**src/utf8_validating_decoder_top_assert.svh**
```systemverilog
// Assertion macros for the UTF-8 decoder.
`ifndef UTF8_VALIDATING_DECODER_TOP_ASSERT_SVH
`define UTF8_VALIDATING_DECODER_TOP_ASSERT_SVH

`ifndef NO_ASSERTIONS

// Checked only while out of reset.
`define UVD_ASSERT(lbl, clk, rst_n, prop) \
  lbl: assert property (@(posedge clk) disable iff (!rst_n) prop) \
    else $error("utf8 decoder assertion failed");

// Checked at every edge, reset included.
`define UVD_ASSERT_ALWAYS(lbl, clk, prop) \
  lbl: assert property (@(posedge clk) prop) \
    else $error("utf8 decoder assertion failed");

`else

`define UVD_ASSERT(lbl, clk, rst_n, prop)
`define UVD_ASSERT_ALWAYS(lbl, clk, prop)

`endif

`endif

```
**src/utf8vd_pkg.sv**
```systemverilog
`default_nettype none

package utf8vd_pkg;

  localparam int BYTE_W = 8;
  localparam int CP_W   = 21;
  localparam int LEN_W  = 3;
  localparam int IN_W   = 4 * BYTE_W;
  localparam int OUT_W  = 24;  // CP_W + LEN_W, already whole bytes

  localparam logic [CP_W-1:0] REPLACEMENT_CP = 21'h00003F;
  localparam logic [CP_W-1:0] MAX_SCALAR     = 21'h10FFFF;

  typedef struct packed {
    logic [LEN_W-1:0] consumed_len;
    logic [CP_W-1:0]  code_point;
  } result_t;

  function automatic logic is_cont(input logic [BYTE_W-1:0] b);
    return b[7:6] == 2'b10;
  endfunction

endpackage

`default_nettype wire

```
**src/utf8_validating_decoder_top.sv**
```systemverilog
`default_nettype none
// UTF-8 validating decoder.
// Input stream: one transaction carries a four-byte window that starts at a
// lead byte. Output stream: one transaction per window with the decoded
// code point (0x3F on any invalid sequence) and the number of bytes the
// caller should advance, 1 to 4.
// The window is captured in an input register, decoded by a short block of
// logic, and held in an output register that drives out_tvalid. One window
// per cycle is sustained while out_tready stays high; the rate is set by the
// single decode stage between the two registers.
// When the receiver stalls, the output register holds its result and the
// input register still takes one more window, so in_tready only drops once
// both registers are full and out_tready is low.
// Reset (rst_n low, synchronous) empties both registers; the block keeps no
// other state.
module utf8_validating_decoder_top (
  input  wire logic        clk,
  input  wire logic        rst_n,
  input  wire logic        in_tvalid,
  output logic             in_tready,
  input  wire logic [31:0] in_tdata,   // bytes from [7:0] up: lead, second, third, fourth
  output logic             out_tvalid,
  input  wire logic        out_tready,
  output logic [23:0]      out_tdata   // code_point[20:0], consumed_len[23:21]
);
  import utf8vd_pkg::*;

  logic            s1_valid_r, s1_valid_nxt;
  logic [IN_W-1:0] s1_data_r, s1_data_nxt;
  logic            out_valid_r, out_valid_nxt;
  result_t         out_data_r, out_data_nxt;
  result_t         dec_result;
  logic            adv_out;

  utf8vd_decode u_decode (
    .lead_byte   (s1_data_r[7:0]),
    .second_byte (s1_data_r[15:8]),
    .third_byte  (s1_data_r[23:16]),
    .fourth_byte (s1_data_r[31:24]),
    .result      (dec_result)
  );

  assign adv_out   = !out_valid_r || out_tready;
  assign in_tready = !s1_valid_r || adv_out;

  always_comb begin
    s1_valid_nxt  = s1_valid_r;
    s1_data_nxt   = s1_data_r;
    out_valid_nxt = out_valid_r;
    out_data_nxt  = out_data_r;
    if (adv_out) begin
      out_valid_nxt = s1_valid_r;
      out_data_nxt  = dec_result;
    end
    if (in_tready) begin
      s1_valid_nxt = in_tvalid;
      s1_data_nxt  = in_tdata;
    end
  end

  always_ff @(posedge clk) begin
    if (!rst_n) begin
      s1_valid_r  <= 1'b0;
      out_valid_r <= 1'b0;
    end else begin
      s1_valid_r  <= s1_valid_nxt;
      out_valid_r <= out_valid_nxt;
    end
  end

  always_ff @(posedge clk) begin
    s1_data_r  <= s1_data_nxt;
    out_data_r <= out_data_nxt;
  end

  assign out_tvalid = out_valid_r;
  assign out_tdata  = OUT_W'(out_data_r);

`include "utf8_validating_decoder_top_assert.svh"

  `UVD_ASSERT_ALWAYS(a_reset_empties, clk, !rst_n |=> !out_tvalid && !s1_valid_r)
  `UVD_ASSERT(a_accept_fills_s1, clk, rst_n, in_tvalid && in_tready |=> s1_valid_r)
  `UVD_ASSERT(a_len_range, clk, rst_n,
    out_tvalid |-> out_tdata[23:21] != 3'd0 && out_tdata[23:21] <= 3'd4)
  `UVD_ASSERT(a_cp_range, clk, rst_n, out_tvalid |-> out_tdata[20:0] <= MAX_SCALAR)
  `UVD_ASSERT(a_len1_small, clk, rst_n,
    out_tvalid && out_tdata[23:21] == 3'd1 |-> out_tdata[20:0] <= 21'h7F)

endmodule

`default_nettype wire

```
**src/utf8vd_decode.sv**
```systemverilog
`default_nettype none

module utf8vd_decode (
  input  wire logic [7:0]         lead_byte,
  input  wire logic [7:0]         second_byte,
  input  wire logic [7:0]         third_byte,
  input  wire logic [7:0]         fourth_byte,
  output utf8vd_pkg::result_t     result
);
  import utf8vd_pkg::*;

  logic [CP_W-1:0]  cp;
  logic [LEN_W-1:0] len;

  always_comb begin
    cp  = REPLACEMENT_CP;
    len = 3'd1;
    case (lead_byte) inside
      [8'h00:8'h7F]: begin
        cp = {13'd0, lead_byte};
      end
      [8'hC0:8'hDF]: begin
        if (!is_cont(second_byte)) begin
          len = 3'd2;
        end else if (lead_byte >= 8'hC2) begin
          cp  = {10'd0, lead_byte[4:0], second_byte[5:0]};
          len = 3'd2;
        end
        // overlong C0/C1 with a good continuation keeps length 1
      end
      [8'hE0:8'hEF]: begin
        if (!is_cont(second_byte)) begin
          len = 3'd2;
        end else if (!is_cont(third_byte)) begin
          len = 3'd3;
        end else if ((lead_byte == 8'hE0 && second_byte < 8'hA0) ||
                     (lead_byte == 8'hED && second_byte > 8'h9F)) begin
          len = 3'd2;
        end else begin
          cp  = {5'd0, lead_byte[3:0], second_byte[5:0], third_byte[5:0]};
          len = 3'd3;
        end
      end
      [8'hF0:8'hF4]: begin
        if (!is_cont(second_byte)) begin
          len = 3'd2;
        end else if (!is_cont(third_byte)) begin
          len = 3'd3;
        end else if (!is_cont(fourth_byte)) begin
          len = 3'd4;
        end else if ((lead_byte == 8'hF0 && second_byte < 8'h90) ||
                     (lead_byte == 8'hF4 && second_byte > 8'h8F)) begin
          len = 3'd2;
        end else begin
          cp  = {lead_byte[2:0], second_byte[5:0], third_byte[5:0], fourth_byte[5:0]};
          len = 3'd4;
        end
      end
      default: begin
        // stray continuation, F5..FF leads
        cp  = REPLACEMENT_CP;
        len = 3'd1;
      end
    endcase
  end

  always_comb begin
    result.consumed_len = len;
    result.code_point   = (cp > MAX_SCALAR) ? REPLACEMENT_CP : cp;
  end

endmodule

`default_nettype wire

```
**config.mk**
```make
export PLATFORM = sky130hd
export DESIGN_NAME = utf8_validating_decoder_top
export DESIGN_NICKNAME = d
export VERILOG_FILES = /design/src/utf8vd_pkg.sv /design/src/utf8_validating_decoder_top.sv /design/src/utf8vd_decode.sv
export VERILOG_INCLUDE_DIRS = /design/src /design/src/src
export SDC_FILE = /design/constraint.sdc
export NUM_CORES = 1
export LEC_CHECK = 0
export BUFFER_PORTS_ARGS = -buffer_cell sky130_fd_sc_hd__clkbuf_2
export CORE_MARGIN = 2
export CORE_UTILIZATION = 57
export DETAILED_ROUTE_END_ITERATION = 6
export GPL_TIMING_DRIVEN = 0
export PLACE_DENSITY = 0.84
export SLEW_MARGIN = 10
export SYNTH_ARGS = -nofsm -noshare
export SYNTH_HDL_FRONTEND = slang
export SYNTH_SLANG_ARGS = --single-unit
export TNS_END_PERCENT = 30
```
**constraint.sdc**
```tcl
create_clock -name clk -period 3.71 [get_ports clk]
set_clock_uncertainty 0.1 [all_clocks]
set_input_delay 0.742 -clock clk [delete_from_list [all_inputs] [get_ports clk]]
set_output_delay 0.742 -clock clk [all_outputs]
set_load 0.01 [all_outputs]
```
==> qor.yml <==
powerDensity_nw_per_um2: 470
syn_inst: 199
clk_path_buf_depth: 2
crit_path_frequent_cell: "clkbuf_2"
ys.warnings.count: 0
post-dp-hpwl_um: 3730
placed_area_um2: 3010
grt_usage_pct: 22.4
first_global_vias: 1792
critPathBufInv: 2
slowest_delay_ns: 0.48
start_kind: "input port"
cts-root-buf: "clkbuf_8"
layout-drive-gt1-share_pct: 33.3
core-area_um2: 4410
cts_buffers: 9
critPathTopFamily: "simple AND/OR/NAND/NOR gates"
clkSinkCount: 58
cp.arrival_ns: 1.84
worst_pin_slew_ns: 0.872
finalPower_mw: 1.52
drv_cap: 0
crit_type: "input port to output pin"
endpoint_kind: "output pin"
slew_viol_final: 0
fmax_mhz: 373
viasPerCell: 5.92
hold_viol: 0
route.detailed.drc: 0
design_area_um2: 3240
cts_setup_buffers: 0
pin_count: 62
fp.dieArea_um2: 5200
holdWs_ns: 0.445
start_util_pct: 59.9
grt_setup_unrepaired: "no"
worst_ep_required_time_ns: 2.87
avgSynthCellArea_um2: 13.3
netlist_area_um2: 2640
synth.area.top_cells: "edfxtp_1, o211ai_1, nor2_1, nor2b_1, o21ai_0"
syn_nets: 235
worst_slack_ns: 1.03
drt_iter0_drc: 195
status: "finished clean"
antennaDiodeCount: 0
synth_top_area_share_pct: 63.6
vdd_drop_max_mv: 0.373
fp.dieW_um: 72.1
areaGrowthSynthToFinish_pct: 22.7
final_cell_mix: "clkbuf_2, edfxtp_1, nor2_1, clkbuf_8, o21ai_0"
firstDrtPassIters: 5
setup_viol: 0
slowest_stage: "nand2_2"
place_congestion: 0.922
grt_start_max_net_pins: 34
num_vias: 1941
p_sw_uw: 313
maxSlewHeadroom_pct: 41.8
pwr-share-clk_pct: 40.9
hp-class: "register to register"
ys_ff_latch: 58
cts_resized: 0
fin_setup_tns_ns: 0
place_ws_ns: 0.659
yosys.area.top_type: "edfxtp_1"
p_seq_share_pct: 51.4
path_cells: "clkbuf_2 > nor2b_1 > nand2_2 > clkbuf_2"
intPower_mw: 1.21
cts_tree: "yes"
period_needed_ns: 2.68
hold_buffers: 0
post-route-period-util_pct: 72.2
clk_pin_slew_ns: 0.06
wl_per_cell_um: 16.1
ant_nets: 0
clk_latency_ns: 0.33
ys.flop_type: "edfxtp_1"
layout_commonest_cell: "clkbuf_2"
async_reset_ff_share_pct: 0
yosysSeqAreaShare_pct: 65.1
overflow: 0
drt-total-wl_um: 5280
cp_max_fo: 33
nNetsFinal: 307
rows: 24
leakagePower_nw: 1.27
post_synth_num_cell_types: 45
switching_share_pct: 20.5
synth-edff-count: 56
grt_pass1_wl_um: 8470
die_h_um: 72.1
cts_htree_levels: 3
comb_power_share_pct: 7.7
antenna_found_initial: 0
io_buffer_count: 61
[layout make-up]
| class | instances | area (um2) |
|---|---|---|
| buffer | 11 | 53.8 |
| clock buffer | 15 | 196 |
| clock inverter | 1 | 30.0 |
| fill | 295 | 1170 |
| inverter | 4 | 15.0 |
| multi-input combinational | 126 | 856 |
| sequential | 58 | 1720 |
| tap | 52 | 65.1 |
| timing repair buffer | 61 | 305 |
[flip-flops by register name (all words and copies together), names as in the netlist]
register / count
s1_data_r: 32
s1_valid_r: 1
out_tvalid: 1
out_tdata: 24
[final timing paths]
check        slack [ns]  depth (start not counted)      endpoint     startpoint
max                1.03                          4     in_tready     out_tready
min                0.45                          1    out_tvalid     s1_valid_r
max reg2reg        1.50                          4  out_tdata[5]  s1_data_r[12]
min reg2reg        0.45                          1    out_tvalid     s1_valid_r
[logic make-up after synthesis]
kind of cell	count (synthesis)	synth area share (%)
xor+xnor	1	0.331
compound gates	66	18.0
buf+inv	15	2.60
flops	58	65.1
simple gates	57	12.5
mux	2	1.42
[per-stage QoR]
| step | util, % | instances |
|---|---|---|
| after global routing | 73.5 | 328 |
| after floorplan | - | 199 |
| final | 73.5 | 328 |
| after global placement | 68.3 | 312 |
| after CTS | 73.4 | 328 |
| after detailed placement | 68.3 | 312 |
[cells in the mapped netlist, types with 2 or more instances]
master / instances
a211oi_1: 6
a21o_1: 3
a21oi_1: 5
a22oi_1: 4
a31oi_1: 6
and2_1: 4
and3_1: 2
buf_2: 4
clkbuf_1: 5
dfxtp_1: 2
edfxtp_1: 56
inv_1: 4
nand2_1: 6
nand3_1: 7
nand4b_1: 2
nand4bb_1: 2
nor2_1: 16
nor2b_1: 9
o211ai_1: 10
o21ai_0: 11
o22ai_1: 5
o31ai_1: 6
or4_4: 2
[layer usage]
metal	global-route usage [%]	up-vias	part of all wire [%]
met2	32.0	128	47
met4	10.1	0	2.6
met1	31.1	857	40
li1	-	935	-
met5	0	-	0
met3	7.78	21	11
[power by group through the flow]
stage	Clock (mW)	Sequential, mW	Combinational, mW
global route	0.670	0.785	0.130
CTS	0.633	0.781	0.117
global placement	0	0.793	0.115
floorplan	0	0.796	0.0603
finish	0.623	0.783	0.118
detailed placement	0	0.795	0.117
No activity file was read; power rests on OpenSTA's default activity.
